File: config.mk
export PLATFORM = sky130hd
export DESIGN_NAME = lsig_front
export DESIGN_NICKNAME = d
export VERILOG_FILES = /design/src/hdl/lsig_pkg.sv /design/src/hdl/lsig_queue.sv /design/src/hdl/lsig_front.sv
export SDC_FILE = /design/constraint.sdc
export NUM_CORES = 1
export LEC_CHECK = 0
export BUFFER_PORTS_ARGS = -buffer_cell sky130_fd_sc_hd__buf_2
export CAP_MARGIN = 15
export CORE_MARGIN = 2
export CORE_UTILIZATION = 40
export CTS_CLUSTER_DIAMETER = 150
export DETAILED_ROUTE_END_ITERATION = 8
export PLACE_DENSITY_LB_ADDON = 0.08
export SLEW_MARGIN = 20
export SYNTH_ARGS = -nofsm -noshare
export SYNTH_HDL_FRONTEND = slang
export SYNTH_SLANG_ARGS = --single-unit
File: constraint.sdc
create_clock -name clk -period 4.3 [get_ports clk]
set_input_delay 0.86 -clock clk [delete_from_list [all_inputs] [get_ports clk]]
set_output_delay 0.86 -clock clk [all_outputs]
set_load 0.02 [all_outputs]
File: src/hdl/lsig_pkg.sv
// Shared types and constants for the learnable sigmoid element.
// Used by every module of the block but lsig_queue; depends on nothing.
package lsig_pkg;

  localparam logic [1:0] OPC_FWD = 2'd0;
  localparam logic [1:0] OPC_BWD = 2'd1;
  localparam logic [1:0] OPC_CLR = 2'd2;

  localparam logic [1:0] REG_SLOPE    = 2'd0;
  localparam logic [1:0] REG_BIAS     = 2'd1;
  localparam logic [1:0] REG_PARAM_EN = 2'd2;
  localparam logic [1:0] REG_INPUT_EN = 2'd3;

  localparam logic signed [31:0] SLOPE_RST = 32'sd32768;
  localparam logic signed [31:0] BIAS_RST  = 32'sd1966080;

  localparam logic [16:0] ONE_Q16 = 17'd65536;
  localparam logic signed [47:0] ACC_MAX = 48'sh7FFF_FFFF_FFFF;
  localparam logic signed [47:0] ACC_MIN = 48'sh8000_0000_0000;

  localparam int MID_DEPTH = 4;
  localparam int OUT_DEPTH = 8;

  typedef enum logic [1:0] {
    KIND_FWD,
    KIND_BWD,
    KIND_CLR,
    KIND_NOP
  } kind_t;

  typedef struct packed {
    logic [1:0]         opcode;
    logic signed [31:0] sample;
    logic [16:0]        sig_value;
    logic signed [31:0] grad_first;
    logic signed [31:0] grad_second;
  } item_t;

  typedef struct packed {
    logic [16:0]        sig_out;
    logic [16:0]        comp_out;
    logic signed [31:0] input_grad;
    logic signed [47:0] slope_grad_sum;
    logic signed [47:0] bias_grad_sum;
  } result_t;

  typedef struct packed {
    logic signed [31:0] slope;
    logic signed [31:0] bias;
    logic               param_grad_en;
    logic               input_grad_en;
  } cfg_t;

  typedef struct packed {
    kind_t              kind;
    logic signed [32:0] diff;
    logic signed [32:0] dlt;
    logic [16:0]        sv;
  } mid_t;

endpackage

File: src/hdl/lsig_queue.sv
// Small first-in first-out queue in registers with show-ahead read.
// Standalone; used between the front and back parts and at the output.
module lsig_queue #(
  parameter int W = 8,
  parameter int DEPTH = 4
) (
  input  logic                         clk,
  input  logic                         rst,
  input  logic                         push,
  input  logic [W-1:0]                 wdata,
  output logic                         full,
  input  logic                         pop,
  output logic [W-1:0]                 rdata,
  output logic                         empty,
  output logic [$clog2(DEPTH+1)-1:0]   count
);
  localparam int PW = (DEPTH > 1) ? $clog2(DEPTH) : 1;
  localparam int CW = $clog2(DEPTH+1);

  logic [W-1:0]  mem [DEPTH];
  logic [PW-1:0] wptr;
  logic [PW-1:0] rptr;
  logic          do_push;
  logic          do_pop;

  assign full    = (count == CW'(DEPTH));
  assign empty   = (count == '0);
  assign do_push = push && !full;
  assign do_pop  = pop && !empty;
  assign rdata   = mem[rptr];

  always_ff @(posedge clk) begin
    if (rst) begin
      wptr  <= '0;
      rptr  <= '0;
      count <= '0;
    end else begin
      if (do_push) begin
        wptr <= (wptr == PW'(DEPTH-1)) ? '0 : wptr + 1'b1;
      end
      if (do_pop) begin
        rptr <= (rptr == PW'(DEPTH-1)) ? '0 : rptr + 1'b1;
      end
      count <= count + CW'(do_push) - CW'(do_pop);
    end
  end

  always_ff @(posedge clk) begin
    if (do_push) begin
      mem[wptr] <= wdata;
    end
  end
endmodule

File: src/hdl/lsig_front.sv
// Front part: accepts items, decodes the opcode and forms the differences.
// Depends on lsig_pkg and lsig_queue.
module lsig_front (
  input  logic                 clk,
  input  logic                 rst,
  input  lsig_pkg::cfg_t       cfg,
  input  logic                 push,
  input  lsig_pkg::item_t      item,
  output logic                 full,
  input  logic                 mid_pop,
  output lsig_pkg::mid_t       mid_item,
  output logic                 mid_empty
);
  lsig_pkg::mid_t entry;
  logic [$clog2(lsig_pkg::MID_DEPTH+1)-1:0] mid_cnt;

  always_comb begin
    unique case (item.opcode)
      lsig_pkg::OPC_FWD: entry.kind = lsig_pkg::KIND_FWD;
      lsig_pkg::OPC_BWD: entry.kind = lsig_pkg::KIND_BWD;
      lsig_pkg::OPC_CLR: entry.kind = lsig_pkg::KIND_CLR;
      default:           entry.kind = lsig_pkg::KIND_NOP;
    endcase
    entry.diff = 33'(item.sample) - 33'(cfg.bias);
    entry.dlt  = 33'(item.grad_first) - 33'(item.grad_second);
    entry.sv   = (item.sig_value > lsig_pkg::ONE_Q16) ? lsig_pkg::ONE_Q16 : item.sig_value;
  end

  lsig_queue #(
    .W($bits(lsig_pkg::mid_t)),
    .DEPTH(lsig_pkg::MID_DEPTH)
  ) u_mid (
    .clk(clk),
    .rst(rst),
    .push(push),
    .wdata(entry),
    .full(full),
    .pop(mid_pop),
    .rdata(mid_item),
    .empty(mid_empty),
    .count(mid_cnt)
  );

  logic unused_cnt;
  assign unused_cnt = ^mid_cnt;
endmodule

==> results.json <==
{
  "status": "finished, final reports clean",
  "synth.area.top_cells": "edfxtp_1, mux4_2, ha_1",
  "drive_gt1_frac": 0.296,
  "fin_crit_ns": 3.25,
  "place_congestion": 0.881,
  "synth-seq-cells": 349,
  "cts_setup_buffers": 0,
  "wire_per_inst_um": 19.1,
  "cts_buffers": 38,
  "required_ns": 3.44,
  "synth_top_area_share": 0.613,
  "cts.clk_slew.worst_paths_ns": 0.06,
  "p_per_area_nw_per_um2": 523,
  "start_util": 0.406,
  "num_rows": 74,
  "cts_tree": "done",
  "die_w_um": 208,
  "antenna_left": 0,
  "dieHeight_um": 208,
  "use_met3": 0.0334,
  "hold_viol_final": 0,
  "synth_ff_type": "edfxtp_1",
  "fmax_ghz": 0.308,
  "grt-busiest-layer": "met2",
  "fill_cells": 3656,
  "drc_errors": 0,
  "syn_nets": 1363,
  "place_hpwl_um": 24800,
  "skew_ns": 0.0170,
  "endpoint_kind": "output port",
  "synth.distinct_cells": 67,
  "synth_edf_count": 340,
  "dieArea_um2": 43300,
  "setup_tns_ns": 0,
  "use_met2": 0.275,
  "setup_viol": 0,
  "worst_slew_pin_slew_ns": 0.801,
  "area_growth_pct": 18.4,
  "overflow": 0,
  "wirelength_um": 36500,
  "crit-reg2reg-launch": "u_mid.count[1]",
  "r2r_end": "u_mid.mem[0][38]",
  "drv_cap": 0,
  "track_usage": 0.169,
  "rr_worst_depth": 5,
  "worst-path-max-fanout": 28,
  "min_period_over_period": 0.755,
  "antennaDiodeCount": 0,
  "dr.pass1.iters": 7,
  "grt_pass1_wl_um": 57300,
  "antenna_found_initial": 0,
  "reg2reg_setup_slack_ns": 1.82,
  "cts-root-buf": "clkbuf_16",
  "htreeDepth": 2,
  "slew_headroom": 0.465,
  "cts.path.max_buffers": 3,
  "met1_usage": 0.235,
  "routed_via_density": 5.26,
  "crit_path_start_kind": "flop",
  "synth_common_cells": "edfxtp_1, inv_1, mux4_2",
  "rsz0062_at_grt": "false",
  "first_global_vias": 10100,
  "core_um2": 41000,
  "hold_buffers": 0,
  "holdPathStages": 2,
  "peakVddDrop_mv": 0.357,
  "boundaryPins": 272,
  "syn_inst": 1104,
  "initialDrtViolationCount": 515,
  "syn_area_per_cell_um2": 15.1,
  "hold_class": "reg -> reg",
  "clk_latency_ns": 0.53,
  "arrival_ns": 2.39,
  "grt_max_degree": 84,
  "synth-async-reset-ratio": 0,
  "synth_seq_area_share": 0.623,
  "yosysWarnings": 0,
  "yosysMostFrequentCell": "edfxtp_1",
  "syn_area_um2": 16700,
  "io_buffers": 237,
  "holdCritStartpoint": "u_mid.rptr[1]",
  "synth_area_leader_cell": "edfxtp_1",
  "power_leakage_uw": 0.00738,
  "ctsResizeCount": 0,
  "drv_slew": 0,
  "final_nets": 1612,
  "clock-sinks": 349,
  "final_core_util": 0.481,
  "route.vias.total": 10100,
  "worstSetupPathType": "reg -> out"
}
[cell usage in the layout, fill, tap and decap left out, types with 8 or more instances in the layout]
master and count:
o21ai_0 24, nand2_1 40, nand4_1 16, mux4_2 85
nand2b_1 8, a21oi_1 64, clkbuf_16 39, o21bai_1 12
xor2_1 19, inv_1 97, nor2b_1 25, clkbuf_1 9
a21o_1 23, o21a_1 13, nor3_1 21, ha_1 71
o21ai_1 10, nand3_1 17, xnor2_1 35, nor2_1 38
edfxtp_1 340, o211ai_1 9, buf_2 237, clkinv_2 11
[per-stage QoR]
stage | std cells | power, uW | hold slack, ns | instance area (um2) | setup slack [ns]
6_report | 1913 | 10300 | 0.537 | 19700 | 1.05
5_1_grt | 1913 | 10800 | 0.543 | 19700 | 0.865
4_1_cts | 1913 | 10500 | 0.529 | 19700 | 0.918
3_5_place_dp | 1845 | 7360 | 0.528 | 18500 | 0.701
3_3_place_gp | 1845 | 7340 | 0.516 | 18500 | 0.718
2_1_floorplan | 1104 | 6370 | 0.495 | 16700 | 0.625
[power breakdown]
part / switching (uW) / total [uW] / internal [uW] / leakage [uW]
Combinational: 1660 / 2790 / 1130 / 0.00359
Sequential: 145 / 4430 / 4280 / 0.00320
Clock: 1270 / 3120 / 1850 / 0.000590
[flip-flops by register name, summed over array words and instances, names as in the netlist, named ones only]
name and cells:
u_mid.count 3, u_mid.mem 340, u_mid.rptr 2, u_mid.wptr 2
[final cells by class]
type / instances / area (um2) / share of cell area
Clock inverter: 20 / 181 / 0.00919
Multi-Input combinational cell: 617 / 5750 / 0.291
Timing Repair Buffer: 250 / 1370 / 0.0695
Sequential cell: 349 / 10400 / 0.527
Tap cell: 532 / 666 / 0.0337
Clock buffer: 48 / 1010 / 0.0512
Inverter: 97 / 364 / 0.0184
[metal layers]
metal | up-vias | routed length (um)
met5 | - | 0
met4 | 0 | 586
met3 | 42 | 2080
met2 | 237 | 17200
met1 | 5003 | 16700
li1 | 4781 | -
[critical path, cell delays in order, from the launching register on]
cell     delay, ns
dfxtp_4       0.77
buf_4         0.36
mux4_2        0.52
buf_2         0.19
[logic make-up (layout without fill, tap and decap cells)]
| group | after synthesis | in the layout | share of synthesized area |
|---|---|---|---|
| flip-flops | 349 | 349 | 0.623 |
| AO/OA/AOI/OAI | 205 | 205 | 0.0820 |
| AND/OR/NAND/NOR | 196 | 196 | 0.0605 |
| buffers and inverters | 138 | 415 | 0.0322 |
| multiplexers | 88 | 88 | 0.117 |
| adder cells (fa/ha/maj) | 74 | 74 | 0.0569 |
| XOR/XNOR | 54 | 54 | 0.0284 |
[worst max-delay path by stage]
stage,slack [ns],cells past startpoint,to,startpoint
floorplan,0.62,3,u_mid.mem[1][0],push
global placement,0.72,10,u_mid.mem[0][80],cfg[2]
detailed placement,0.70,10,u_mid.mem[0][80],cfg[2]
CTS,0.92,3,mid_item[71],flop
global route,0.87,3,mid_item[71],flop
finish,1.05,3,mid_item[71],flop
No activity file was read; power rests on OpenSTA's default activity.
